**src/hw/rtl/byte_stuffed_frame_encoder_defines.svh**
```systemverilog
// assertion macros for the byte stuffed frame encoder
// no dependencies; included by the modules that carry assertions
`ifndef BYTE_STUFFED_FRAME_ENCODER_DEFINES_SVH
`define BYTE_STUFFED_FRAME_ENCODER_DEFINES_SVH

`ifndef SYNTHESIS
`define BSFE_ASSERT(lbl, clk, rstn, prop) \
  lbl: assert property (@(posedge clk) disable iff (!rstn) (prop)) \
    else $error("bsfe assertion failed");
`define BSFE_ASSERT_NEVER(lbl, clk, rstn, cond) \
  lbl: assert property (@(posedge clk) disable iff (!rstn) !(cond)) \
    else $error("bsfe forbidden condition");
`else
`define BSFE_ASSERT(lbl, clk, rstn, prop)
`define BSFE_ASSERT_NEVER(lbl, clk, rstn, cond)
`endif

`endif

```
**src/hw/rtl/bsfe_pkg.sv**
```systemverilog
// shared constants, types and helpers of the byte stuffed frame encoder
// no dependencies
package bsfe_pkg;

  localparam logic [7:0] CODE_START  = 8'hAA;
  localparam logic [7:0] CODE_STOP   = 8'hAB;
  localparam logic [7:0] CODE_ESCAPE = 8'hAC;

  localparam int unsigned RunLen = 8;
  localparam int unsigned CntW   = $clog2(RunLen + 1);
  localparam int unsigned PtrW   = $clog2(RunLen);
  localparam int unsigned NumSym = 5;

  typedef logic [7:0] byte_t;

  typedef struct packed {
    byte_t data;
    logic  first;
    logic  last;
    byte_t addr;
    byte_t chk;
  } item_t;

  typedef struct packed {
    logic [RunLen-1:0][7:0] bytes;
    logic [CntW-1:0]        count;
  } run_t;

  function automatic logic is_code(input byte_t b);
    return (b >= CODE_START) && (b <= CODE_ESCAPE);
  endfunction

endpackage

```
**src/hw/rtl/bsfe_in_stage.sv**
```systemverilog
// input register: address register, running checksum and the request holding stage
// depends on bsfe_pkg
module bsfe_in_stage import bsfe_pkg::*; (
  input  logic  clk_i,
  input  logic  rst_ni,
  input  logic  cfg_we_i,
  input  byte_t cfg_wdata_i,
  input  logic  in_valid_i,
  output logic  in_ready_o,
  input  byte_t payload_byte_i,
  input  logic  first_byte_i,
  input  logic  last_byte_i,
  output item_t item_o,
  output logic  item_valid_o,
  input  logic  item_take_i
);

  byte_t addr_q;
  byte_t chk_q, chk_d;
  item_t item_q;
  logic  item_valid_q, item_valid_d;
  logic  accept;

  assign in_ready_o = !item_valid_q || item_take_i;
  assign accept     = in_valid_i && in_ready_o;
  assign chk_d      = (first_byte_i ? addr_q : chk_q) ^ payload_byte_i;

  always_comb begin
    item_valid_d = item_valid_q;
    if (accept) begin
      item_valid_d = 1'b1;
    end else if (item_take_i) begin
      item_valid_d = 1'b0;
    end
  end

  always_ff @(posedge clk_i or negedge rst_ni) begin
    if (!rst_ni) begin
      addr_q       <= '0;
      chk_q        <= '0;
      item_valid_q <= 1'b0;
    end else begin
      item_valid_q <= item_valid_d;
      if (cfg_we_i) begin
        addr_q <= cfg_wdata_i;
      end
      if (accept) begin
        chk_q <= chk_d;
      end
    end
  end

  always_ff @(posedge clk_i) begin
    if (accept) begin
      item_q.data  <= payload_byte_i;
      item_q.first <= first_byte_i;
      item_q.last  <= last_byte_i;
      item_q.addr  <= addr_q;
      item_q.chk   <= chk_d;
    end
  end

  assign item_o       = item_q;
  assign item_valid_o = item_valid_q;

endmodule

```
**src/hw/rtl/bsfe_expand.sv**
```systemverilog
// builds the line byte run of one request: codes, escapes and byte count
// depends on bsfe_pkg
module bsfe_expand import bsfe_pkg::*; (
  input  item_t item_i,
  output run_t  run_o
);

  logic  [NumSym-1:0] sym_en;
  logic  [NumSym-1:0] sym_raw;
  byte_t [NumSym-1:0] sym_val;

  always_comb begin
    sym_en  = {item_i.last, item_i.last, 1'b1, item_i.first, item_i.first};
    sym_raw = {1'b1, 1'b0, 1'b0, 1'b0, 1'b1};
    sym_val[0] = CODE_START;
    sym_val[1] = item_i.addr;
    sym_val[2] = item_i.data;
    sym_val[3] = item_i.chk;
    sym_val[4] = CODE_STOP;
  end

  always_comb begin
    logic [CntW-1:0] n;
    logic [CntW-1:0] n1;
    run_o.bytes = '0;
    n           = '0;
    for (int i = 0; i < NumSym; i++) begin
      n1 = n + CntW'(1);
      if (sym_en[i]) begin
        if (!sym_raw[i] && is_code(sym_val[i])) begin
          run_o.bytes[n[PtrW-1:0]]  = CODE_ESCAPE;
          run_o.bytes[n1[PtrW-1:0]] = 8'(sym_val[i] - CODE_START);
          n = n + CntW'(2);
        end else begin
          run_o.bytes[n[PtrW-1:0]] = sym_val[i];
          n = n1;
        end
      end
    end
    run_o.count = n;
  end

endmodule

```
**src/hw/rtl/bsfe_out_seq.sv**
```systemverilog
// result register: holds one run of line bytes and hands them out one per cycle while out_ready_i is high
// depends on bsfe_pkg and byte_stuffed_frame_encoder_defines.svh
`include "byte_stuffed_frame_encoder_defines.svh"
module bsfe_out_seq import bsfe_pkg::*; (
  input  logic  clk_i,
  input  logic  rst_ni,
  input  run_t  run_i,
  input  logic  run_valid_i,
  output logic  run_take_o,
  output logic  out_valid_o,
  input  logic  out_ready_i,
  output byte_t line_byte_o,
  output logic  end_of_run_o
);

  logic [RunLen-1:0][7:0] buf_q;
  logic [CntW-1:0]        cnt_q;
  logic [PtrW-1:0]        ptr_q, ptr_d;
  logic                   valid_q, valid_d;
  logic                   last_beat;
  logic                   load;

  assign end_of_run_o = (CntW'(ptr_q) + CntW'(1)) == cnt_q;
  assign last_beat    = valid_q && out_ready_i && end_of_run_o;
  assign load         = run_valid_i && (!valid_q || last_beat);
  assign run_take_o   = load;
  assign out_valid_o  = valid_q;
  assign line_byte_o  = buf_q[ptr_q];

  always_comb begin
    valid_d = valid_q;
    ptr_d   = ptr_q;
    if (load) begin
      valid_d = 1'b1;
      ptr_d   = '0;
    end else if (last_beat) begin
      valid_d = 1'b0;
      ptr_d   = '0;
    end else if (valid_q && out_ready_i) begin
      ptr_d = ptr_q + PtrW'(1);
    end
  end

  always_ff @(posedge clk_i or negedge rst_ni) begin
    if (!rst_ni) begin
      valid_q <= 1'b0;
      ptr_q   <= '0;
    end else begin
      valid_q <= valid_d;
      ptr_q   <= ptr_d;
    end
  end

  always_ff @(posedge clk_i) begin
    if (load) begin
      buf_q <= run_i.bytes;
      cnt_q <= run_i.count;
    end
  end

  `BSFE_ASSERT(a_ptr_in_run, clk_i, rst_ni, valid_q |-> (CntW'(ptr_q) < cnt_q))
  `BSFE_ASSERT(a_run_len, clk_i, rst_ni, valid_q |-> (cnt_q != '0 && cnt_q <= CntW'(RunLen)))
  `BSFE_ASSERT(a_drain_idle, clk_i, rst_ni, (last_beat && !load) |=> !valid_q)
  `BSFE_ASSERT_NEVER(a_load_busy, clk_i, rst_ni, load && valid_q && !last_beat)

endmodule

```
**src/hw/rtl/byte_stuffed_frame_encoder.sv**
```systemverilog
// an accepted request is held in the input stage, then loaded into the result register
// throughput: one line byte per cycle while out_ready_i is high; a request gives 1 to 8 bytes
// the next request is loaded once the result register is empty or hands out its last byte
// reset: clears all handshake state; unit address and checksum reset to zero
module byte_stuffed_frame_encoder import bsfe_pkg::*; (
  input  logic  clk_i,
  input  logic  rst_ni,
  input  logic  cfg_we_i,
  input  byte_t cfg_wdata_i,
  input  logic  in_valid_i,
  output logic  in_ready_o,
  input  byte_t payload_byte_i,
  input  logic  first_byte_i,
  input  logic  last_byte_i,
  output logic  out_valid_o,
  input  logic  out_ready_i,
  output byte_t line_byte_o,
  output logic  end_of_run_o
);

  item_t item;
  logic  item_valid;
  logic  item_take;
  run_t  run;

  bsfe_in_stage u_in_stage (
    .clk_i         (clk_i),
    .rst_ni        (rst_ni),
    .cfg_we_i      (cfg_we_i),
    .cfg_wdata_i   (cfg_wdata_i),
    .in_valid_i    (in_valid_i),
    .in_ready_o    (in_ready_o),
    .payload_byte_i(payload_byte_i),
    .first_byte_i  (first_byte_i),
    .last_byte_i   (last_byte_i),
    .item_o        (item),
    .item_valid_o  (item_valid),
    .item_take_i   (item_take)
  );

  bsfe_expand u_expand (
    .item_i(item),
    .run_o (run)
  );

  bsfe_out_seq u_out_seq (
    .clk_i       (clk_i),
    .rst_ni      (rst_ni),
    .run_i       (run),
    .run_valid_i (item_valid),
    .run_take_o  (item_take),
    .out_valid_o (out_valid_o),
    .out_ready_i (out_ready_i),
    .line_byte_o (line_byte_o),
    .end_of_run_o(end_of_run_o)
  );

endmodule
```
**config.mk**
```make
export PLATFORM = sky130hd
export DESIGN_NAME = byte_stuffed_frame_encoder
export DESIGN_NICKNAME = d
export VERILOG_FILES = /design/src/hw/rtl/bsfe_pkg.sv /design/src/hw/rtl/bsfe_in_stage.sv /design/src/hw/rtl/bsfe_expand.sv /design/src/hw/rtl/bsfe_out_seq.sv /design/src/hw/rtl/byte_stuffed_frame_encoder.sv
export VERILOG_INCLUDE_DIRS = /design/src /design/src/hw/rtl
export SDC_FILE = /design/constraint.sdc
export NUM_CORES = 1
export LEC_CHECK = 0
export ABC_AREA = 1
export BUFFER_PORTS_ARGS = -buffer_cell sky130_fd_sc_hd__buf_2
export CAP_MARGIN = 20
export CORE_ASPECT_RATIO = 2
export CORE_MARGIN = 8
export CORE_UTILIZATION = 56
export CTS_BUF_LIST = sky130_fd_sc_hd__clkbuf_16
export DETAILED_ROUTE_END_ITERATION = 10
export GPL_ROUTABILITY_DRIVEN = 1
export PLACE_DENSITY = 0.74
export SYNTH_ARGS = -nofsm -noshare
export SYNTH_HDL_FRONTEND = slang
export SYNTH_SLANG_ARGS = --single-unit
export TNS_END_PERCENT = 50
```
**constraint.sdc**
```tcl
create_clock -name clk_i -period 14.1 [get_ports clk_i]
set_clock_uncertainty 0.2 [all_clocks]
set_input_delay 2.115 -clock clk_i [delete_from_list [all_inputs] [get_ports clk_i]]
set_output_delay 2.115 -clock clk_i [all_outputs]
set_load 0.01 [all_outputs]
```
== After elaboration in Yosys (flattened, before gate mapping) ==
Index checks and enable logic that the tools add are counted.

* $add $sub $neg: 12
* Multipliers: 0
* Equal/unequal tests: 1
* Divide/modulo/power cells: 0
* Magnitude comparators: 21
* Shift operators: 0
* Reductions and logical operators: 21
* Bitwise logic cells: 13
* Mux-type cells: 44

{| class="wikitable"
|+ Operators with widths
! cell !! count
|-
| $bwmux 64 || 6
|-
| $mux 64 || 6
|-
| $demux 8 s3 || 7
|-
| $not 32->32 || 3
|-
| $mux 8 || 10
|-
| $and 32x32->32 || 2
|-
| $or 32x32->32 || 2
|-
| $or 40x40->40 || 1
|-
| $and 8x32->32 || 1
|-
| $lt 3x4->1 const B || 8
|-
| $or 8x32->32 || 1
|-
| $and 24x24->24 || 1
|-
| $bmux 8 s3 || 1
|-
| $ge 8x8->1 const B || 3
|-
| $le 8x8->1 const B || 3
|-
| $mux 4 || 6
|-
| $not 24->24 || 1
|-
| $sub 8x8->8 const B || 3
|-
| $ge 3x1->1 const B || 7
|-
| $add 4x1->4 const B || 4
|-
| $logic_and 1x1->1 || 14
|-
| $add 4x2->4 const B || 3
|-
| $mux 3 || 3
|-
| $xor 8x8->8 || 1
|-
| 8 further kinds || 15
|}

* Register bits after elaboration: 115
* Latch bits: 0
* Output and inout bits: 11
* Logic and storage cells: 131
* Memory bits (read-only): 0
* Memory bits (writable): 0
* Input bits: 23
* Memories kept: 0

== Logic depth before layout (Yosys ltp) ==
Gate-level depths: netlist (run 1).

* Depth in word-level cells: 19
* Gate-level depth with buffers: 22
* Gate-level depth less buffers: 20

== Hierarchy ==
Synthesis (run 1) repeated with hierarchy kept, for this count alone.

* Cell total of the unflattened synthesis: 1051
* Area total of the unflattened synthesis: 7831.3 µm²

{| class="wikitable"
|+ By module, submodules not included
! module !! sequential area each (µm²) !! area an instance (µm²) !! cells each !! instances
|-
| bsfe_expand || 0.0 || 3032.9 || 623 || 1
|-
| bsfe_out_seq || 2142.1 || 2972.9 || 254 || 1
|-
| bsfe_in_stage || 1206.2 || 1825.5 || 174 || 1
|}

== Worst setup path after synthesis (run 1) ==
No wires, ideal clock.

* Path kind: input to register
* Start point: input port out_ready_i
* End point: register u_out_seq.buf_q[0] (netlist name), enable pin
* Slack: 8201 ps
* Stages: 4
* Setup time: 495 ps
* Required time: 13405 ps
* Arrival: 5203 ps
* Buffers on the path: 0
* Path through: nand2_1 -> nor2_1 -> nor2_1 -> nor2_1

* Cells in the longest elaborated chain, start to end: 4

{| class="wikitable"
|+ Ends and longest elaborated chain
! item !! line !! RTL
|-
| start: declaration || byte_stuffed_frame_encoder.sv:16 || <nowiki>input logic out_ready_i,</nowiki>
|-
| $logic_and 1x1->1 (2 in series) || bsfe_out_seq.sv:24 || <nowiki>assign last_beat = valid_q && out_ready_i && end_of_run_o;</nowiki>
|-
| $logic_or 1x1->1 || bsfe_out_seq.sv:25 || <nowiki>assign load = run_valid_i && (!valid_q || last_beat);</nowiki>
|-
| $logic_and 1x1->1 || bsfe_out_seq.sv:25 ||
|-
| named net item_take || byte_stuffed_frame_encoder.sv:23 || <nowiki>logic item_take;</nowiki>
|-
| end signal: assignment || bsfe_out_seq.sv:56 || <nowiki>buf_q <= run_i.bytes;</nowiki>
|-
| end: declaration || bsfe_out_seq.sv:16 || <nowiki>logic [RunLen-1:0][7:0] buf_q;</nowiki>
|}

The timed path passes the listed nets, and every way through them passes these cells.
A chain may end at the register's enable or synchronous reset.

== Worst setup path after layout (run 1) ==
* Start point: input port out_ready_i
* End point: output port in_ready_o

* Cells in the longest elaborated chain, start to end: 5

{| class="wikitable"
|+ Ends and longest elaborated chain
! item !! line !! RTL
|-
| $logic_and 1x1->1 (2 in series) || bsfe_out_seq.sv:24 ||
|-
| $logic_or 1x1->1 || bsfe_out_seq.sv:25 ||
|-
| $logic_and 1x1->1 || bsfe_out_seq.sv:25 ||
|-
| $logic_or 1x1->1 || bsfe_in_stage.sv:24 || <nowiki>assign in_ready_o = !item_valid_q || item_take_i;</nowiki>
|-
| end: declaration || byte_stuffed_frame_encoder.sv:11 || <nowiki>output logic in_ready_o,</nowiki>
|}

No other way between the ends.

==> flow_results.org, run 1 <==
** STA
- Across all hold checks on the routed design, the worst slack comes to 282 ps.
- Setup repair after global routing missed its margin :: false
- Worst slew pin tran :: 839 ps
- Final setup slack of the worst path :: 8960 ps
- Worst slew margin :: 0.441
- Final number of max-transition violations :: 0
- Hold Vio Cnt, Final :: 0
- Final Setup Violations :: 0
- In the final timing run, aggregate negative setup slack is 0 ps.
- Period utilization :: 0.364
- Min Tclk post-route :: 5140 ps
- Peak clock frequency supported by timing :: 195 MHz

** Power
- Of the total power, the share spent switching nets is 0.420.
- Max VDD drop :: 144 uV
- Share of power burned in registers :: 0.319
- Proportion of power drawn by combinational gates :: 0.401
- For this design the total switching power over the nets is 666 uW.
- Dividing total power by cell area gives a power density of 185 nW/um^2.
- Of the total power, the clock network draws 0.280.
- Cell leakage power :: 0.00372 uW
- Design internal power :: 920 uW

** Min path
- Counting instances, the worst hold path has a depth of 0.
- The startpoint identified for the worst hold timing path is u_in_stage.addr_q[0].
- The tightest min-delay check is of the reg2reg type.
- The path with the worst hold slack has its endpoint at u_in_stage.item_o[8].

** Yosys
- In this run, synthesis inferred 94 flip-flops with an integrated enable.
- Async SR Flop Fraction :: 0.183
- For this run, the leading register cell type out of synthesis is sky130_fd_sc_hd__edfxtp_1.
- Of the post-synthesis cell area, the dominant cell type holds 0.365.
- In this run the cell area of the synthesized design comes to 7740 sq um.
- Top-count cell post-synth :: sky130_fd_sc_hd__nand2_1
- In the synthesized netlist, the number of instances is 943.
- Synth unique cells :: 51
- The synthesized design spends more area on one cell type than any other, namely sky130_fd_sc_hd__edfxtp_1.
- Sequential area share after synthesis :: 0.432
- Number of flip-flops and latches in the synthesized netlist :: 115
- The number of nets handed over by synthesis was 975.
- Sorting the synthesized cells by area gives the leading types as sky130_fd_sc_hd__edfxtp_1, sky130_fd_sc_hd__nand2_1, sky130_fd_sc_hd__dfrtp_1.
- In the synthesized netlist, the cells that appear most often are sky130_fd_sc_hd__nand2_1, sky130_fd_sc_hd__nor2_1, sky130_fd_sc_hd__edfxtp_1.
- During synthesis, Yosys emitted a total of 0 warnings.
- Synthesized area per cell :: 8.21 sq um

** Die
- In this run the count of I/O pins placed on the die edge is 34.
- The initial utilization of the core area, before any placement, comes to 0.564.
- Number of cell rows :: 61
- The floorplan step defined a die boundary enclosing 18100 sq um.
- Area of the placeable core :: 13700 sq um
- In this run the horizontal extent of the chip is 99.1 um.
- Chip height :: 182 um

** Route
- The count of nets left with antenna violations once routing finished came out at 0.
- Via Count :: 6911
- After detailed routing, the number of vias per cell comes to 6.09.
- First-iteration detailed-routing DRC count :: 762
- Number of detailed-routing iterations run before antenna repair :: 7
- DRT Wirelength :: 24.2 mm
- Drt drc :: 0
- In the final routed layout, each cell accounts on average for 21.4 um.

** Critical path
- Along the worst path, the maximum fanout reaches 3.
- Worst endpoint required time :: 11780 ps
- The worst setup path is captured at a primary output.
- The worst register-to-register path ends at u_out_seq.buf_q[21].
- Arrival time at the worst endpoint :: 2820 ps
- STA classifies the critical path startpoint as an input pin.
- R2R setup slack :: 9920 ps
- Category of the critical setup timing path :: in2out
- The startpoint identified for the worst register-to-register timing path is u_in_stage.item_o[17].
- Worst R2R Path Depth :: 12

** Cells and area
- Fill cells in the final layout number 1230.
- In the final layout, the multi-input gates occupy 3830 sq um.
- In the final layout, the share of cells above drive strength 1 is 0.180.
- Storage cell area :: 3350 sq um
- In the final design database the tool counted 996 nets.
- Growth of design area from synthesis to finish :: 10.6%
- Antenna diode count :: 0
- For this run, the share of the core covered by cells in the final layout is 0.623.
- Once layout is complete, the cells apart from fillers number 1134.

** Place
- Pre-CTS setup slack :: 8950 ps
- During placement, the flow inserted port buffers numbering 33.
- HPWL after DPL :: 17.5 mm
- Final estimated routing congestion in global placement :: 1.01
- Post-Place Cells :: 1102

** Global route
- Total routing resource utilization after global routing :: 0.276
- Global-route wire length before repair :: 37.2 mm
- Entering global routing, the biggest net connects 69 pins.
- Global-route congestion overflow total :: 0
- The number of global-route vias before repair came to 6579.
- Number of antenna violations at the first check in global routing :: 0

** Clock tree
- Number of H-tree branching levels :: 4
- Clock network latency to the later pin of the worst-skew pair :: 430 ps
- Clock tree from TritonCTS :: done
- Buffer type at the clock tree root :: sky130_fd_sc_hd__clkbuf_16
- Gates resized during post-CTS repair numbered 0.
- Clock sink count :: 115
- Buffers inserted during clock tree synthesis total 17.
- Clock-pin slew was measured on the worst setup and hold paths at 50 ps.
- Hold buffer count at CTS :: 0
- Buffers inserted during post-CTS setup optimization :: 0
- Maximum buffer depth of the clock tree :: 2

** Outcome
- Result of the run :: complete, no violations

** Run
- Max-cap violations in this run came to 0.
through the flow:
stage	cell area [sq um]	total power, uW
floorplan	7740	952
global placement	7960	1120
detailed placement	7960	1130
CTS	8560	1580
global route	8560	1670
finish	8560	1590
state kept, by name, summed over array words and instances, names as in the netlist:
signal,cells
u_out_seq.buf_q,64
u_in_stage.item_o,26
u_in_stage.addr_q,8
u_in_stage.chk_q,8
u_out_seq.cnt_q,4
u_out_seq.ptr_q,3
u_in_stage.item_valid_o,1
u_out_seq.out_valid_o,1
cell usage in the layout, fill, tap and decap left out, drive strengths merged, types with 2 or more instances in the layout:
cell / synthesis / final
edfxtp: 94 / 94
clkinvlp: 0 / 2
dfrtp: 21 / 21
a22oi: 2 / 2
a21oi: 28 / 28
nand4: 18 / 18
nand3: 76 / 76
clkbuf: 14 / 17
inv: 89 / 94
nand2: 240 / 240
nor3: 7 / 7
xnor2: 4 / 4
o22ai: 20 / 20
mux2: 8 / 8
o21ai: 90 / 90
o211ai: 6 / 6
nand3b: 2 / 2
or2: 10 / 10
xor2: 19 / 19
clkinv: 6 / 11
buf: 22 / 38
nor2: 140 / 140
ha: 9 / 9
o21a: 2 / 2
a31oi: 10 / 10
o31ai: 3 / 3
bufinv: 0 / 3
layout make-up:
cell class	instances	share of cell area
timing repair buffer	38	0.0237
multi-input combinational	697	0.448
tap	157	0.0229
clock inverter	15	0.0208
clock buffer	17	0.0497
sequential	115	0.391
inverter	95	0.0437
how the worst max path moves through the flow:
stage	start	to	slack, ps
after floorplan	out_ready_i	u_out_seq.buf_q[0]	8200
after global placement	out_ready_i	in_ready_o	8980
after detailed placement	out_ready_i	in_ready_o	8950
after CTS	out_ready_i	in_ready_o	8950
after global routing	out_ready_i	in_ready_o	8870
final	out_ready_i	in_ready_o	8960
worst max-delay path, cell delays in order:
cell and delay [ps]:
sky130_fd_sc_hd__buf_2 90, sky130_fd_sc_hd__nand2_1 70, sky130_fd_sc_hd__nor2_1 60, sky130_fd_sc_hd__nor2_1 210
sky130_fd_sc_hd__nand2_1 120, sky130_fd_sc_hd__buf_2 160
power groups by stage:
stage	Clock (uW)	Combinational [uW]	Sequential, uW
floorplan	0	468	483
global placement	0	614	507
detailed placement	0	625	508
CTS	448	629	503
global route	463	694	510
finish	445	636	505
cells by family after synthesis:
group | count (synthesis) | synth area share
AND/OR/NAND/NOR | 493 | 0.322
flip-flops | 115 | 0.432
buffers and inverters | 131 | 0.0732
adder cells (fa/ha/maj) | 9 | 0.0145
XOR/XNOR | 23 | 0.0260
multiplexers | 8 | 0.0116
AO/OA/AOI/OAI | 164 | 0.120
per-layer routing:
layer	global-route usage	share of wire
met1	0.308	0.36
met2	0.475	0.52
met3	0.0496	0.065
met4	0.167	0.056
met5	0	0
Note: power is estimated with default switching activity, not from simulation.
==> run 2: changes to the inputs <==
==> constraint.sdc (replaced) <==
create_clock -name clk_i -period 5 [get_ports clk_i]
set_clock_uncertainty 0.2 [all_clocks]
set_input_delay 0.75 -clock clk_i [delete_from_list [all_inputs] [get_ports clk_i]]
set_output_delay 0.75 -clock clk_i [all_outputs]
set_load 0.01 [all_outputs]
==> run 2 against run 1 <==
Net effect:
- sequential share of layout area grew 0.052 points
- global-route usage grew 2.6 points
- clock-buffer cell count is the same
- combinational power grew to 2.9 times the previous value
- register-to-register slack lost 8800 ps
- non-clock buffer count is the same
- sequential cell count is the same
- die area is the same
- design area shrank 0.13%
==> flow_results.org, run 2 (same netlist as run 1, synthesis figures left out) <==
** Clock tree
- The clock reaches the later pin of the worst-skew pair after 430 ps.
- Counting every sink on the clock net gives 115.
- The H-tree was split into 4 levels.
- Clock Pin Slew Worst Setup and Hold Paths :: 60 ps
- Hold buffer count at CTS :: 0
- Maximum buffer depth of the clock tree :: 2
- Once the clock tree was built, the setup fixing pass inserted 0 buffers.
- Post_cts resized :: 0
- The root buffer cell chosen for the clock tree is sky130_fd_sc_hd__clkbuf_16.
- TritonCTS built the clock tree.
- Inserted Clock Buffers :: 17

** Global route
- Entering global routing, the biggest net connects 69 pins.
- The first global-routing pass estimated 40.1 mm of wire.
- The number of global-route vias before repair is 7011.
- The initial antenna violation count is 0.
- In the global route stage, overall resource usage came out at 0.302.
- Global-route congestion overflow total :: 0

** Critical path
- Critical path's top delay family :: simple AND/OR/NAND/NOR gates
- STA classifies the critical path endpoint as a register.
- Maximum fanout count along the critical path :: 19
- At the worst endpoint, the required time is 4990 ps.
- Together, buffers and inverters on the worst path number 2.
- In this design, the stage delay of the slowest critical-path cell is 820 ps.
- The worst register-to-register path has a setup slack of 1150 ps.
- The most numerous cell type found on the critical path is sky130_fd_sc_hd__nand2_1.
- The worst setup path is launched from a register.
- For the worst flop-to-flop path, the logic depth is 13.
- The largest individual stage delay along the critical path comes from the cell sky130_fd_sc_hd__edfxtp_1.
- Walking the worst path, the cells encountered are clkinv_1 > nand2_4 > nand2_1 > ha_1 > a21oi_1 > nand2_2 > nand2_8 > inv_6 > nand3_1 > nor2_1 > nor2_2 > nand2_1 > nand2_1.
- Crit Reg-Reg Startpoint :: u_in_stage.item_o[17]
- The critical path in this run is classified as reg2reg.
- Arrival time at the worst endpoint :: 3840 ps
- Launching instance or port of the critical path :: u_in_stage.item_o[17]
- Critical R2R Capture :: u_out_seq.buf_q[18]

** STA
- Final Setup Violations :: 0
- The worst path meets setup with 1150 ps of slack.
- Post-route worst hold slack :: 145 ps
- Of the available clock period, the critical path in the final layout requires 0.770.
- Setup repair after global routing left no endpoint under its margin.
- Peak clock frequency supported by timing :: 260 MHz
- The count of pins over their slew limit came to 0.
- At the pin with the least slew margin, the transition time is 918 ps.
- Hold Vio Cnt, Final :: 0
- In this run the tightest slew margin relative to its limit is 0.387.
- After routing, the total negative slack on setup checks comes to 0 ps.
- Subtracting the final worst setup slack from the clock period gives 3850 ps.

** Die
- I/O pin count :: 34
- Measured along the y axis, the die boundary spans 182 um.
- For this configuration, the core starts out at a cell density of 0.564.
- Area of the placeable core :: 13700 sq um
- The floorplan step defined a die boundary enclosing 18100 sq um.
- Die outline width :: 99.1 um
- Row generation in the floorplan step produced 61 rows.

** Cells and area
- Post-layout net count :: 996
- Fill count :: 1211
- Most frequent cells in the layout :: sky130_fd_sc_hd__nand2_1, sky130_fd_sc_hd__nor2_1, sky130_fd_sc_hd__edfxtp_1, sky130_fd_sc_hd__o21ai_0, sky130_fd_sc_hd__inv_1
- Antenna diode count :: 0
- Of the cells placed in the final design, the portion with a size suffix greater than 1 is 0.180.
- Commonest non-fill, non-tap cell in the layout :: sky130_fd_sc_hd__nand2_1
- From synthesis to final layout, the design area changed by 10.4%.
- Top reg by flops :: u_out_seq.buf_q
- Area occupied by multi-input gates :: 3830 sq um
- Max FFs per register :: 64
- The sequential cells in the finished layout cover a total of 3350 sq um.

** Outcome
- Result of the run :: complete, no violations

** Min path
- Worst Hold Class :: in2async

** Power
- Summed over all cells, the static leakage comes to 0.00372 uW.
- Max VDD drop :: 328 uV
- For this design the ratio of total power to cell area is 528 nW/um^2.

** Route
- WL/cell :: 23.3 um
- Dividing the detail-routed via count by the number of cells gives 6.22.
- Drt drc :: 0
- The detail route stage leaves a number of antenna-violating nets equal to 0.
- The detailed router finished its first iteration with 656 violations.
- Number of detailed-routing iterations run before antenna repair :: 5
- DRT Wirelength :: 26.5 mm
- Via Count :: 7051

** Run
- Across the run, the number of max-cap violations was 0.

** Place
- The HPWL after detailed placement is 19.4 mm.
- Port buffering added 33 buffers.
- At the end of routability-driven placement, the weighted congestion stood at 0.979.
- At the placement stage, the worst setup path has a slack of 1250 ps.
## run 2: metrics by stage
| stage | util | power (uW) | cells | instance area (sq um) |
|---|---|---|---|---|
| 2_1_floorplan | - | 2680 | 943 | 7740 |
| 3_3_place_gp | 0.579 | 3220 | 1102 | 7960 |
| 3_5_place_dp | 0.579 | 3250 | 1102 | 7960 |
| 4_1_cts | 0.622 | 4490 | 1134 | 8550 |
| 5_1_grt | 0.622 | 4740 | 1134 | 8550 |
| 6_report | 0.622 | 4520 | 1134 | 8550 |
## run 2: where the power goes
part	switching, uW	total (uW)	internal, uW
registers	148	1430	1280
clock network	462	1240	778
logic	1320	1850	531
total	1930	4520	2590
## run 2: layout make-up
cell class                      instances  area share
Tap cell                              157      0.0230
Clock buffer                           17      0.0498
Inverter                               95      0.0438
Sequential cell                       115       0.392
Clock inverter                         15      0.0195
Multi-Input combinational cell        697       0.449
Timing Repair Buffer                   38      0.0237
## run 2: worst max path at each step
stage,endpoint,slack [ps],depth (start not counted)
6_report,u_out_seq.buf_q[18],1150,13
5_1_grt,u_out_seq.buf_q[22],970,13
4_1_cts,u_out_seq.buf_q[18],1240,13
3_5_place_dp,u_out_seq.buf_q[18],1250,13
3_3_place_gp,u_out_seq.buf_q[18],1300,13
2_1_floorplan,u_out_seq.buf_q[0],230,7
## run 2: worst register-to-register path: cells and delay by family (launching register included)
family                     cells  cell delay [ps]
AOI/OAI and AO/OA              1              160
adders and majority gates      1              630
buffers and inverters          2              610
DFF                            1              820
and+or+nand+nor                9             1190
## run 2: per-layer routing
layer | vias to the layer above | global-route usage | part of all wire
li1 | 3232 | - | -
met1 | 3349 | 0.329 | 0.36
met2 | 354 | 0.501 | 0.50
met3 | 116 | 0.0519 | 0.061
met4 | 0 | 0.250 | 0.080
met5 | - | 0 | 0
